### src/rtl/wpcp_pkg.sv
// shared types, constants and codes for the wav pcm chunk parser
package wpcp_pkg;

   // width of the byte position counter and of the stored payload offset
   localparam int LENGTH_BITS = 32;

   localparam logic [31:0] TAG_RIFF = 32'h4646_4952;
   localparam logic [31:0] TAG_WAVE = 32'h4556_4157;
   localparam logic [31:0] TAG_FMT  = 32'h2074_6D66;
   localparam logic [31:0] TAG_DATA = 32'h6174_6164;

   localparam int MIN_FILE_BYTES = 44;
   localparam int MIN_FMT_BYTES  = 16;

   localparam logic [1:0] CSR_EXPECTED_RATE          = 2'd0;
   localparam logic [1:0] CSR_EXPECTED_CHANNEL_COUNT = 2'd1;
   localparam logic [1:0] CSR_EXPECTED_SAMPLE_BITS   = 2'd2;

   typedef enum logic [1:0] {
      PHASE_HEAD = 2'd0,
      PHASE_BODY = 2'd1,
      PHASE_PAD  = 2'd2
   } phase_type;

   typedef struct packed {
      logic [7:0] file_byte;
      logic       final_byte;
   } req_type;

   typedef struct packed {
      logic        accepted;
      logic [31:0] payload_offset;
      logic [31:0] payload_length;
   } rsp_type;

   typedef struct packed {
      logic [31:0] expected_rate;
      logic [15:0] expected_channel_count;
      logic [15:0] expected_sample_bits;
   } cfg_type;

endpackage

### src/rtl/wpcp_csr.sv
// configuration registers for the expected audio format
module wpcp_csr (
   input  logic                 clock,
   input  logic                 reset,
   input  logic                 csr_valid,
   output logic                 csr_ready,
   input  logic [1:0]           csr_index,
   input  logic [31:0]          csr_data,
   output wpcp_pkg::cfg_type    cfg
);
   import wpcp_pkg::*;

   cfg_type cfg_ff;
   cfg_type cfg_in;

   assign csr_ready = 1'b1;
   assign cfg       = cfg_ff;

   always_comb begin
      cfg_in = cfg_ff;
      if (csr_valid) begin
         case (csr_index)
            CSR_EXPECTED_RATE:          cfg_in.expected_rate          = csr_data;
            CSR_EXPECTED_CHANNEL_COUNT: cfg_in.expected_channel_count = csr_data[15:0];
            CSR_EXPECTED_SAMPLE_BITS:   cfg_in.expected_sample_bits   = csr_data[15:0];
            default:                    cfg_in = cfg_ff;
         endcase
      end
   end

   always_ff @(posedge clock) begin
      if (reset) begin
         cfg_ff.expected_rate          <= 32'd16000;
         cfg_ff.expected_channel_count <= 16'd1;
         cfg_ff.expected_sample_bits   <= 16'd16;
      end else begin
         cfg_ff <= cfg_in;
      end
   end

endmodule

### src/rtl/wpcp_core.sv
// per-byte parse state: tag checks, chunk walk, fmt compare and result
module wpcp_core (
   input  logic                 clock,
   input  logic                 reset,
   input  logic                 step,
   input  wpcp_pkg::req_type    word,
   input  wpcp_pkg::cfg_type    cfg,
   output wpcp_pkg::rsp_type    result
);
   import wpcp_pkg::*;

   localparam logic [LENGTH_BITS-1:0] POS_MAX = '1;

   logic [LENGTH_BITS-1:0] position_ff, position_in;
   logic                   overflow_ff, overflow_in;
   logic                   tags_ok_ff, tags_ok_in;
   phase_type              phase_ff, phase_in;
   logic [2:0]             shift_ff, shift_in;
   logic                   pending_ff, pending_in;
   logic                   format_match_ff, format_match_in;
   logic                   payload_seen_ff, payload_seen_in;
   logic [31:0]            tag_ff, tag_in;
   logic [31:0]            length_ff, length_in;
   logic [31:0]            left_ff, left_in;
   logic [4:0]             body_index_ff, body_index_in;
   logic                   fmt_chunk_ff, fmt_chunk_in;
   logic [LENGTH_BITS-1:0] found_offset_ff, found_offset_in;
   logic [31:0]            found_length_ff, found_length_in;

   logic [7:0]  b;
   logic [31:0] full_len;
   logic [7:0]  exp_byte;
   logic        exp_check;
   logic        ok;

   assign b        = word.file_byte;
   assign full_len = {b, length_ff[23:0]};

   // expected value of the fmt body byte at the current index
   always_comb begin
      exp_byte  = 8'd0;
      exp_check = 1'b1;
      case (body_index_ff)
         5'd0:    exp_byte = 8'd1;
         5'd1:    exp_byte = 8'd0;
         5'd2:    exp_byte = cfg.expected_channel_count[7:0];
         5'd3:    exp_byte = cfg.expected_channel_count[15:8];
         5'd4:    exp_byte = cfg.expected_rate[7:0];
         5'd5:    exp_byte = cfg.expected_rate[15:8];
         5'd6:    exp_byte = cfg.expected_rate[23:16];
         5'd7:    exp_byte = cfg.expected_rate[31:24];
         5'd14:   exp_byte = cfg.expected_sample_bits[7:0];
         5'd15:   exp_byte = cfg.expected_sample_bits[15:8];
         default: exp_check = 1'b0;
      endcase
   end

   always_comb begin
      position_in     = position_ff;
      overflow_in     = overflow_ff;
      tags_ok_in      = tags_ok_ff;
      phase_in        = phase_ff;
      shift_in        = shift_ff;
      pending_in      = pending_ff;
      format_match_in = format_match_ff;
      payload_seen_in = payload_seen_ff;
      tag_in          = tag_ff;
      length_in       = length_ff;
      left_in         = left_ff;
      body_index_in   = body_index_ff;
      fmt_chunk_in    = fmt_chunk_ff;
      found_offset_in = found_offset_ff;
      found_length_in = found_length_ff;

      if (position_ff == POS_MAX) begin
         overflow_in = 1'b1;
      end else begin
         position_in = position_ff + LENGTH_BITS'(1);
         if (position_ff < LENGTH_BITS'(4)) begin
            if (b != TAG_RIFF[8*position_ff[1:0] +: 8]) tags_ok_in = 1'b0;
         end else if (position_ff >= LENGTH_BITS'(8) && position_ff < LENGTH_BITS'(12)) begin
            if (b != TAG_WAVE[8*position_ff[1:0] +: 8]) tags_ok_in = 1'b0;
         end else if (position_ff >= LENGTH_BITS'(12)) begin
            case (phase_ff)
               PHASE_HEAD: begin
                  if (!shift_ff[2]) begin
                     tag_in[8*shift_ff[1:0] +: 8] = b;
                  end else begin
                     length_in[8*shift_ff[1:0] +: 8] = b;
                  end
                  if (shift_ff != 3'd7) begin
                     shift_in = shift_ff + 3'd1;
                  end else begin
                     // header complete: classify the chunk
                     shift_in = 3'd0;
                     if (tag_ff == TAG_FMT && full_len >= 32'(MIN_FMT_BYTES)) begin
                        pending_in = 1'b1;
                     end else if (tag_ff == TAG_DATA) begin
                        payload_seen_in = 1'b1;
                        found_offset_in = position_in;
                        found_length_in = full_len;
                     end
                     fmt_chunk_in  = tag_ff == TAG_FMT && full_len >= 32'(MIN_FMT_BYTES);
                     body_index_in = 5'd0;
                     left_in       = full_len;
                     if (full_len != 32'd0) phase_in = PHASE_BODY;
                  end
               end
               PHASE_BODY: begin
                  if (fmt_chunk_ff) begin
                     if (exp_check && b != exp_byte) pending_in = 1'b0;
                     if (body_index_ff == 5'd15) format_match_in = pending_in;
                  end
                  // index saturates at 16, past the compared fields
                  if (!body_index_ff[4]) body_index_in = body_index_ff + 5'd1;
                  left_in = left_ff - 32'd1;
                  if (left_ff == 32'd1) begin
                     shift_in = 3'd0;
                     phase_in = length_ff[0] ? PHASE_PAD : PHASE_HEAD;
                  end
               end
               default: begin
                  shift_in = 3'd0;
                  phase_in = PHASE_HEAD;
               end
            endcase
         end
      end

      if (word.final_byte) begin
         position_in     = '0;
         overflow_in     = 1'b0;
         tags_ok_in      = 1'b1;
         phase_in        = PHASE_HEAD;
         shift_in        = 3'd0;
         pending_in      = 1'b0;
         format_match_in = 1'b0;
         payload_seen_in = 1'b0;
         found_offset_in = '0;
         found_length_in = 32'd0;
      end
   end

   // size and overflow part of the verdict, from the state ahead of this byte
   always_comb begin
      ok = !overflow_ff && position_ff != POS_MAX
         && position_ff >= LENGTH_BITS'(MIN_FILE_BYTES - 1);
   end

   logic        fin_tags_ok;
   logic        fin_phase_body;
   logic        fin_match;
   logic        fin_seen;
   logic [31:0] fin_length;
   logic [LENGTH_BITS-1:0] fin_offset;

   // state as it stands after this byte, ahead of the end-of-file clear
   always_comb begin
      fin_tags_ok    = tags_ok_ff;
      fin_phase_body = phase_ff == PHASE_BODY;
      fin_match      = format_match_ff;
      fin_seen       = payload_seen_ff;
      fin_length     = found_length_ff;
      fin_offset     = found_offset_ff;
      if (position_ff != POS_MAX) begin
         if (position_ff < LENGTH_BITS'(4)) begin
            fin_tags_ok = tags_ok_ff && b == TAG_RIFF[8*position_ff[1:0] +: 8];
         end else if (position_ff >= LENGTH_BITS'(8) && position_ff < LENGTH_BITS'(12)) begin
            fin_tags_ok = tags_ok_ff && b == TAG_WAVE[8*position_ff[1:0] +: 8];
         end else if (position_ff >= LENGTH_BITS'(12)) begin
            case (phase_ff)
               PHASE_HEAD: begin
                  if (shift_ff == 3'd7) begin
                     fin_phase_body = full_len != 32'd0;
                     if (!(tag_ff == TAG_FMT && full_len >= 32'(MIN_FMT_BYTES))
                         && tag_ff == TAG_DATA) begin
                        fin_seen   = 1'b1;
                        fin_length = full_len;
                        fin_offset = position_ff + LENGTH_BITS'(1);
                     end
                  end
               end
               PHASE_BODY: begin
                  fin_phase_body = left_ff != 32'd1;
                  if (fmt_chunk_ff && body_index_ff == 5'd15) begin
                     fin_match = pending_ff && !(exp_check && b != exp_byte);
                  end
               end
               default: fin_phase_body = 1'b0;
            endcase
         end
      end
   end

   logic fin_ok;
   assign fin_ok = ok && fin_tags_ok && !fin_phase_body && fin_match && fin_seen
      && fin_length != 32'd0 && !fin_length[0]
      && ((LENGTH_BITS <= 32) || ((fin_offset >> 32) == '0));

   assign result.accepted       = fin_ok;
   assign result.payload_offset = fin_ok ? 32'(fin_offset) : 32'd0;
   assign result.payload_length = fin_ok ? fin_length : 32'd0;

   always_ff @(posedge clock) begin
      if (reset) begin
         position_ff     <= '0;
         overflow_ff     <= 1'b0;
         tags_ok_ff      <= 1'b1;
         phase_ff        <= PHASE_HEAD;
         shift_ff        <= 3'd0;
         pending_ff      <= 1'b0;
         format_match_ff <= 1'b0;
         payload_seen_ff <= 1'b0;
      end else if (step) begin
         position_ff     <= position_in;
         overflow_ff     <= overflow_in;
         tags_ok_ff      <= tags_ok_in;
         phase_ff        <= phase_in;
         shift_ff        <= shift_in;
         pending_ff      <= pending_in;
         format_match_ff <= format_match_in;
         payload_seen_ff <= payload_seen_in;
      end
   end

   always_ff @(posedge clock) begin
      if (step) begin
         tag_ff          <= tag_in;
         length_ff       <= length_in;
         left_ff         <= left_in;
         body_index_ff   <= body_index_in;
         fmt_chunk_ff    <= fmt_chunk_in;
         found_offset_ff <= found_offset_in;
         found_length_ff <= found_length_in;
      end
   end

   a_body_has_bytes : assert property (@(posedge clock) disable iff (reset)
      phase_ff == PHASE_BODY |-> left_ff != 32'd0)
      else $error("chunk body phase with no bytes left");

   a_new_file_after_final : assert property (@(posedge clock) disable iff (reset)
      step && word.final_byte |=> position_ff == '0 && tags_ok_ff && !payload_seen_ff)
      else $error("parse state not cleared after last word of a file");

endmodule

### src/rtl/wav_pcm_chunk_parser.sv
// WAV header parser: one file byte per cycle in while no last byte waits,
// one verdict with payload offset and length out after the word flagged
// as the last of the file. A byte lands in an input register, the parse
// state and verdict are updated from it in one pass of logic, and the verdict
// of a last byte is registered in the result register as that byte moves on.
// A byte flagged as last waits in the input register only while an earlier
// verdict is still held and not taken; all other bytes move on at once.
// The format registers must be written only between files.
module wav_pcm_chunk_parser (
   input  logic                 clock,
   input  logic                 reset,
   input  logic                 req_valid,
   output logic                 req_ready,
   input  wpcp_pkg::req_type    req_data,
   output logic                 rsp_valid,
   input  logic                 rsp_ready,
   output wpcp_pkg::rsp_type    rsp_data,
   input  logic                 csr_valid,
   output logic                 csr_ready,
   input  logic [1:0]           csr_index,
   input  logic [31:0]          csr_data
);
   import wpcp_pkg::*;

   cfg_type cfg;
   rsp_type result;

   logic    in_valid_ff, in_valid_in;
   req_type in_word_ff;
   logic    rsp_valid_ff, rsp_valid_in;
   rsp_type rsp_data_ff;
   logic    fire;

   wpcp_csr u_csr (
      .clock     (clock),
      .reset     (reset),
      .csr_valid (csr_valid),
      .csr_ready (csr_ready),
      .csr_index (csr_index),
      .csr_data  (csr_data),
      .cfg       (cfg)
   );

   wpcp_core u_core (
      .clock  (clock),
      .reset  (reset),
      .step   (fire),
      .word   (in_word_ff),
      .cfg    (cfg),
      .result (result)
   );

   // only a last word needs room in the result register
   assign fire      = in_valid_ff && (!in_word_ff.final_byte || !rsp_valid_ff || rsp_ready);
   assign req_ready = !in_valid_ff || fire;

   always_comb begin
      in_valid_in = in_valid_ff;
      if (req_ready) in_valid_in = req_valid;
      rsp_valid_in = rsp_valid_ff && !rsp_ready;
      if (fire && in_word_ff.final_byte) rsp_valid_in = 1'b1;
   end

   always_ff @(posedge clock) begin
      if (reset) begin
         in_valid_ff  <= 1'b0;
         rsp_valid_ff <= 1'b0;
      end else begin
         in_valid_ff  <= in_valid_in;
         rsp_valid_ff <= rsp_valid_in;
      end
   end

   always_ff @(posedge clock) begin
      if (req_valid && req_ready) in_word_ff <= req_data;
      if (fire && in_word_ff.final_byte) rsp_data_ff <= result;
   end

   assign rsp_valid = rsp_valid_ff;
   assign rsp_data  = rsp_data_ff;

   a_rsp_from_final : assert property (@(posedge clock) disable iff (reset)
      $rose(rsp_valid_ff) |-> $past(fire && in_word_ff.final_byte))
      else $error("result word without a last input word");

   a_reject_zeroed : assert property (@(posedge clock) disable iff (reset)
      rsp_valid_ff && !rsp_data_ff.accepted
         |-> rsp_data_ff.payload_offset == 32'd0 && rsp_data_ff.payload_length == 32'd0)
      else $error("rejected file reports a payload");

   a_accept_even_length : assert property (@(posedge clock) disable iff (reset)
      rsp_valid_ff && rsp_data_ff.accepted
         |-> rsp_data_ff.payload_length != 32'd0 && !rsp_data_ff.payload_length[0])
      else $error("accepted file with empty or odd payload");

endmodule

### config.mk
export PLATFORM = sky130hd
export DESIGN_NAME = wav_pcm_chunk_parser
export DESIGN_NICKNAME = d
export VERILOG_FILES = /design/src/rtl/wpcp_pkg.sv /design/src/rtl/wpcp_csr.sv /design/src/rtl/wpcp_core.sv /design/src/rtl/wav_pcm_chunk_parser.sv
export SDC_FILE = /design/constraint.sdc
export NUM_CORES = 1
export LEC_CHECK = 0
export BUFFER_PORTS_ARGS = -buffer_cell sky130_fd_sc_hd__buf_2
export CORE_ASPECT_RATIO = 1.5
export CORE_MARGIN = 4
export CORE_UTILIZATION = 45
export CTS_CLUSTER_DIAMETER = 30
export CTS_CLUSTER_SIZE = 20
export DETAILED_ROUTE_END_ITERATION = 8
export PLACE_DENSITY_LB_ADDON = 0.12
export SLEW_MARGIN = 20
export SYNTH_ARGS = -nofsm -noshare
export SYNTH_HDL_FRONTEND = slang
export SYNTH_SLANG_ARGS = --single-unit
export TNS_END_PERCENT = 1
### constraint.sdc
create_clock -name clock -period 11.5 [get_ports clock]
set_input_delay 1.725 -clock clock [delete_from_list [all_inputs] [get_ports clock]]
set_output_delay 1.725 -clock clock [all_outputs]
set_load 0.005 [all_outputs]
==> qor.txt, run 1 <==
maximum vdd drop - 0.000176 V
sequential fraction of the synthesis area - 0.564
actual slew at the worst max-slew pin - 1.09 ns
cts repair resizes - 0
# setup viols final - 0
slowest CP cell - buf_4
Slew Viols, Final - 0
Placed Area - 17000 um^2
final RePlAce weighted congestion - 0.870
Tot GR Track Use - 0.205
Ant. Diodes - 0
predominant post-synthesis flop cell - edfxtp_1
clk buf depth - 3
total CTS buffers - 54
H-tree levels - 2
FP Rows - 84
Post-route DRC - 0
DP HPWL - 27500 um
via count - 11749
TNS Setup - 0 ns
fmax - 252 MHz
Starting Density - 0.458
Final #Nets - 1687
clk_lat worst skew - 0.58 ns
CP startpoint kind - register
reg2reg end - rsp_data[2]$_SDFFCE_PN0P_
largest net degree at the start of global routing - 98
Register Area - 9130 um^2
Yosys reg bits - 340
Final Hold Vio Count - 0
min Tclk post-route - 3.97 ns
Final Cycle Share - 0.345
most frequent cells in the layout - edfxtp_1 (232), nand2_1 (208), nor2_1 (138)
Synth Instances - 1537
Leakage - 6.85 nW
P&R area growth vs syn - 16.7%
Synth async-reset ratio - 0
fillcell total - 3223
Clock Skew - 0.0207 ns
initial antenna violation count - 0
first-pass GRT wire length - 63700 um
CP top delay family - simple AND/OR/NAND/NOR gates
TritonCTS clock tree - done
WP data arrival - 4.24 ns
dpl ws - 7.15 ns
synthesized area per cell - 10.5 um^2
die footprint - 39100 um^2
Post-CTS Hold Fix Bufs - 0
worst reg-to-reg setup slack - 7.53 ns
vias in the first global route - 11473
WP data required - 11.77 ns
Setup crit end kind - register
DIE HEIGHT - 240 um
critical-path cell list - ha_1 > nor2b_1 > nand4_1 > nor3_1 > mux2_2 > nand4_4 > buf_4 > nor3_1
clock sink count - 340
crit path from - u_core.body_index_ff[0]$_SDFFCE_PN0P_
worst path bufs/invs - 1
Detailed Route WL - 40800 um
fin area - 18900 um^2
WS Path Type - register to register
worst hold path type - register to register
Hold Path Origin - u_csr.cfg[31]$_SDFFE_PP0P_
Critical Path Most Common Cell - nor3_1
layout cells sized above 1 - 0.189
worst reg2reg path depth - 8
worst setup margin - 7.53 ns
Stages on worst setup path - 8
Worst-path clk slew - 0.05 ns
EDFF count, synth - 232
multi-input logic area - 6480 um^2
RSZ-0062 raised after global routing - no
total congestion overflow - 0
Routed WL per cell - 19.0 um
I/O Pins - 116
count of input and output buffers - 114
Slew headroom - 0.272
R2R Path Start - u_core.body_index_ff[0]$_SDFFCE_PN0P_
Post-CTS Setup Repair Bufs - 0
Worst Setup EP - rsp_data[2]$_SDFFCE_PN0P_
Yosys warning count - 0
Core Region - 35300 um^2
worst-path fanout max - 50
Initial DRC Count - 843
CP max stage delay - 0.68 ns
pwr dens - 162 nW/um^2
Netlist cell types - 81
Mapped Area - 16200 um^2
root buffer cell - clkbuf_16
Max Cap Viol - 0
status - finished, final reports clean
Routed Antenna Nets - 0
DIE WIDTH - 163 um
most common cell after layout, fill and taps aside - edfxtp_1
Syn Nets - 1601
drt pass-1 iters - 5
number of vias per cell - 5.49
==> through the flow <==
stage          total power [mW]  std cells  hold WS (ns)  utilization
4_1_cts                    3.08       2142         0.455        0.535
2_1_floorplan              1.41       1537         0.432            -
3_5_place_dp               1.45       2040         0.448        0.483
6_report                   3.06       2142         0.454        0.535
5_1_grt                    3.15       2142         0.469        0.535
3_3_place_gp               1.44       2040         0.440        0.483
==> sequential cells by signal, indices dropped and copies added (netlist names), 2 cells and up <==
signal,flops
in_word_ff,9
rsp_data,65
u_core.body_index_ff,5
u_core.found_length_ff,32
u_core.found_offset_ff,32
u_core.left_ff,32
u_core.length_ff,24
u_core.phase_ff,2
u_core.position_ff,32
u_core.shift_ff,3
u_core.tag_ff,32
u_csr.cfg,64
==> layout make-up <==
cell class	instances	area share
repair buffers	138	0.0397
clock inverters	36	0.0205
flip-flops and latches	340	0.483
multi-input cells	1066	0.343
inverters	23	0.00457
clock buffers	66	0.0777
well taps	473	0.0313
==> worst min-delay path by stage <==
| stage | to | cells past startpoint |
|---|---|---|
| after floorplan | u_csr.cfg[18]$_SDFFE_PP0P_ | 2 |
| after global placement | u_csr.cfg[17]$_SDFFE_PP0P_ | 2 |
| after detailed placement | u_csr.cfg[18]$_SDFFE_PP0P_ | 2 |
| after CTS | u_csr.cfg[31]$_SDFFE_PP0P_ | 2 |
| after global routing | u_csr.cfg[17]$_SDFFE_PP0P_ | 2 |
| final | u_csr.cfg[31]$_SDFFE_PP0P_ | 2 |
==> per-layer routing <==
layer | track usage | part of all wire
met5 | 0 | 0
met4 | 0.0636 | 0.025
met3 | 0.0298 | 0.042
met2 | 0.380 | 0.54
met1 | 0.244 | 0.39
==> tightest hold or removal path, stage by stage (launching register included) <==
cell and delay, ns:
dfxtp_1 0.30, nand2_1 0.05, a21oi_1 0.05
==> logic make-up (layout without fill, tap and decap cells) <==
kind of cell | count (synthesis) | after routing | share of synthesized area
xor+xnor | 71 | 71 | 0.0384
flops | 340 | 340 | 0.564
mux | 39 | 39 | 0.0243
simple gates | 693 | 693 | 0.233
buf+inv | 131 | 263 | 0.0389
compound gates | 245 | 245 | 0.0890
other cells | 2 | 2 | 0.000464
fa+ha+maj | 16 | 16 | 0.0124
==> cell usage after synthesis (4+ instances only) <==
master	n	area share
nor2b_1	40	0.015
buf_6	9	0.0063
a21oi_1	131	0.040
nand2_1	208	0.048
nor4_1	34	0.013
buf_4	7	0.0032
dfxtp_1	108	0.13
nor3_1	32	0.0099
inv_1	23	0.0053
a22o_1	9	0.0049
xnor2_1	35	0.019
nor3b_1	4	0.0019
and2_1	40	0.015
and3_1	10	0.0039
o21ai_0	48	0.015
nand4_1	16	0.0062
nand3b_1	9	0.0042
xor2_1	36	0.019
nor3_2	58	0.036
a22oi_1	9	0.0042
edfxtp_1	232	0.43
nand4b_1	4	0.0022
nor2_1	139	0.032
or4_1	11	0.0051
nand3_1	38	0.012
clkbuf_1	58	0.013
mux2i_1	37	0.023
a211oi_1	6	0.0028
a222oi_1	5	0.0031
buf_2	26	0.0080
or3_1	10	0.0039
and4_1	4	0.0022
ha_1	16	0.012
nor4b_1	5	0.0027
==> report_power, final <==
part	switching [mW]	internal, mW
registers	0.00876	1.32
logic	0.0641	0.0286
clock network	0.603	1.03
total	0.676	2.38
Power figures use the tool's default switching activity.
==> run 2, diff against run 1 <==
- ABC_AREA: default -> 1
- clock period: 11.5 -> 3.32 ns (I/O delays scaled with it)
==> run 2 against run 1 <==
Worst setup slack worse by 7.2 ns; synthesized cell count rose by 26%; clock power rose to 3.7 times the previous value; power grew to 3.7 times the previous value; largest power group unchanged; via count increased by 15%; critical path type unchanged; worst hold slack worse by 0.35 ns.
==> qor.txt, run 2 <==
Synth top area share - 0.418
TritonCTS clock tree - done
Max Cap Viol - 0
Netlist cell types - 43
first-pass GRT wire length - 71500 um
worst hold path type - primary input to register
Yosys warning count - 0
Syn Nets - 2007
overall power - 11.4 mW
Final Cycle Share - 0.896
Detailed Route WL - 45900 um
CP startpoint kind - register
vias in the first global route - 13417
worst-path fanout max - 34
FP Rows - 86
root buffer cell - clkbuf_16
post-route insts no fill - 2622
largest net degree at the start of global routing - 65
max reg flops - 65
Yosys top cell by area - edfxtp_1
actual slew at the worst max-slew pin - 1.03 ns
clk buf depth - 3
drt pass-1 iters - 7
dominant cells by area after synthesis - edfxtp_1 (42%), dfxtp_1 (13%), nor2_1 (8.5%)
# setup viols final - 0
DP Cell Count - 2517
Slew headroom - 0.311
Setup crit end kind - register
CP max stage delay - 0.39 ns
WP data arrival - 3.30 ns
Synth Instances - 1943
slowest CP cell - dfxtp_1
CP top delay family - simple AND/OR/NAND/NOR gates
total CTS buffers - 55
Routed WL per cell - 17.5 um
Ant. Diodes - 0
fin area - 20000 um^2
Critical Path Most Common Cell - nand2_1
Placed Area - 18000 um^2
Slew Viols, Final - 0
sequential fraction of the synthesis area - 0.548
critical-path cell list - ha_1 > ha_1 > inv_1 > nor3_1 > nand2_1 > nor2_1 > nand3_4 > buf_4 > nand2_1 > nand2_1 > nor2_1 > nand2_1 > nor2_1 > nand2_1 > nor2_8 > buf_12 > nor3_1
WS Path Type - register to register
number of vias per cell - 5.14
pwr dens - 571 nW/um^2
H-tree levels - 2
Initial DRC Count - 1043
Clock Skew - 0.0178 ns
top cells by count, synth - nor2_1 (377), nand2_1 (352), edfxtp_1 (232)
P&R area growth vs syn - 20.0%
fillcell total - 3398
Final #Nets - 2157
clk_lat worst skew - 0.57 ns
synthesized area per cell - 8.58 um^2
Post-CTS Hold Fix Bufs - 0
worst path bufs/invs - 3
initial antenna violation count - 0
Mapped Area - 16700 um^2
Synth async-reset ratio - 0
final RePlAce weighted congestion - 0.899
DP HPWL - 32700 um
Worst-path clk slew - 0.05 ns
I/O Pins - 116
total congestion overflow - 0
Leakage - 8.34 nW
via count - 13488
Post-route DRC - 0
most frequent cells in the layout - nor2_1 (377), nand2_1 (350), edfxtp_1 (232)
DIE WIDTH - 165 um
min Tclk post-route - 2.98 ns
RSZ-0062 raised after global routing - no
DIE HEIGHT - 244 um
EDFF count, synth - 232
count leader, synth - nor2_1
count of input and output buffers - 114
die footprint - 40300 um^2
WP data required - 3.64 ns
clock sink count - 340
status - finished, final reports clean
maximum vdd drop - 0.000425 V
Core Region - 36700 um^2
fmax - 336 MHz
most common cell after layout, fill and taps aside - nor2_1
Starting Density - 0.454
predominant post-synthesis flop cell - edfxtp_1
Final Hold Vio Count - 0
Yosys reg bits - 340
layout cells sized above 1 - 0.158
Routed Antenna Nets - 0
Tot GR Track Use - 0.226
## run 2: cell count changes after synthesis, moves of 50 or more
cell	delta
o21ai_0	+97
nand2_1	+144
a21oi_1	-83
nand3_1	+50
nor2_1	+238
inv_1	+193
## run 2: cells by family (layout without fill, tap and decap cells)
group	Yosys count	after routing	synth area share
compound gates	227	227	0.0708
xor+xnor	54	54	0.0284
fa+ha+maj	16	16	0.0120
buf+inv	304	499	0.0741
flops	340	340	0.548
other cells	2	2	0.000450
simple gates	1000	1000	0.267
## run 2: timing repair
item / 4_1_cts / 5_1_grt
setup endpoints to repair: 0 / 64
setup buffers: 0 / 2
resized for setup: 0 / 2
## run 2: worst paths after layout
kind | endpoint | slack (ns) | from | cells after the start
setup / recovery | rsp_data[34]$_SDFFCE_PN0P_ | 0.34 | u_core.shift_ff[1]$_SDFFE_PP0P_ | 17
hold / removal | in_word_ff[0]$_DFFE_PP_ | 0.10 | req_data[0] | 1
setup reg to reg | rsp_data[34]$_SDFFCE_PN0P_ | 0.34 | u_core.shift_ff[1]$_SDFFE_PP0P_ | 17
hold reg to reg | u_core.tags_ok_ff$_SDFFE_PP1P_ | 0.45 | u_core.tags_ok_ff$_SDFFE_PP1P_ | 2
## run 2: metrics by stage
stage,hold slack (ns),TNS [ns],utilization,setup slack (ns)
2_1_floorplan,0.421,-5.42,-,-0.0846
3_3_place_gp,0.431,0,0.490,0.201
3_5_place_dp,0.438,0,0.490,0.197
4_1_cts,0.0716,0,0.544,0.184
5_1_grt,0.0863,0,0.545,0.0638
6_report,0.101,0,0.545,0.344
## run 2: where the power goes
part / switching (mW) / internal (mW)
sequential: 0.0750 / 4.66
clock: 2.10 / 3.94
combinational: 0.444 / 0.200
total: 2.62 / 8.80
## run 2: area by class of cell
cell class,instances,area (um^2),area share
Sequential cell,340,9130,0.456
Multi-Input combinational cell,1299,6330,0.317
Clock buffer,61,1450,0.0725
Timing Repair Buffer,173,1130,0.0563
Inverter,224,841,0.0420
Tap cell,484,606,0.0303
Clock inverter,41,519,0.0260
## run 2: layer usage
metal | track usage | part of all wire | vias to the layer above
met4 | 0.103 | 0.050 | 0
met5 | 0 | 0 | -
li1 | - | - | 6721
met3 | 0.0322 | 0.040 | 109
met2 | 0.411 | 0.52 | 325
met1 | 0.257 | 0.39 | 6333
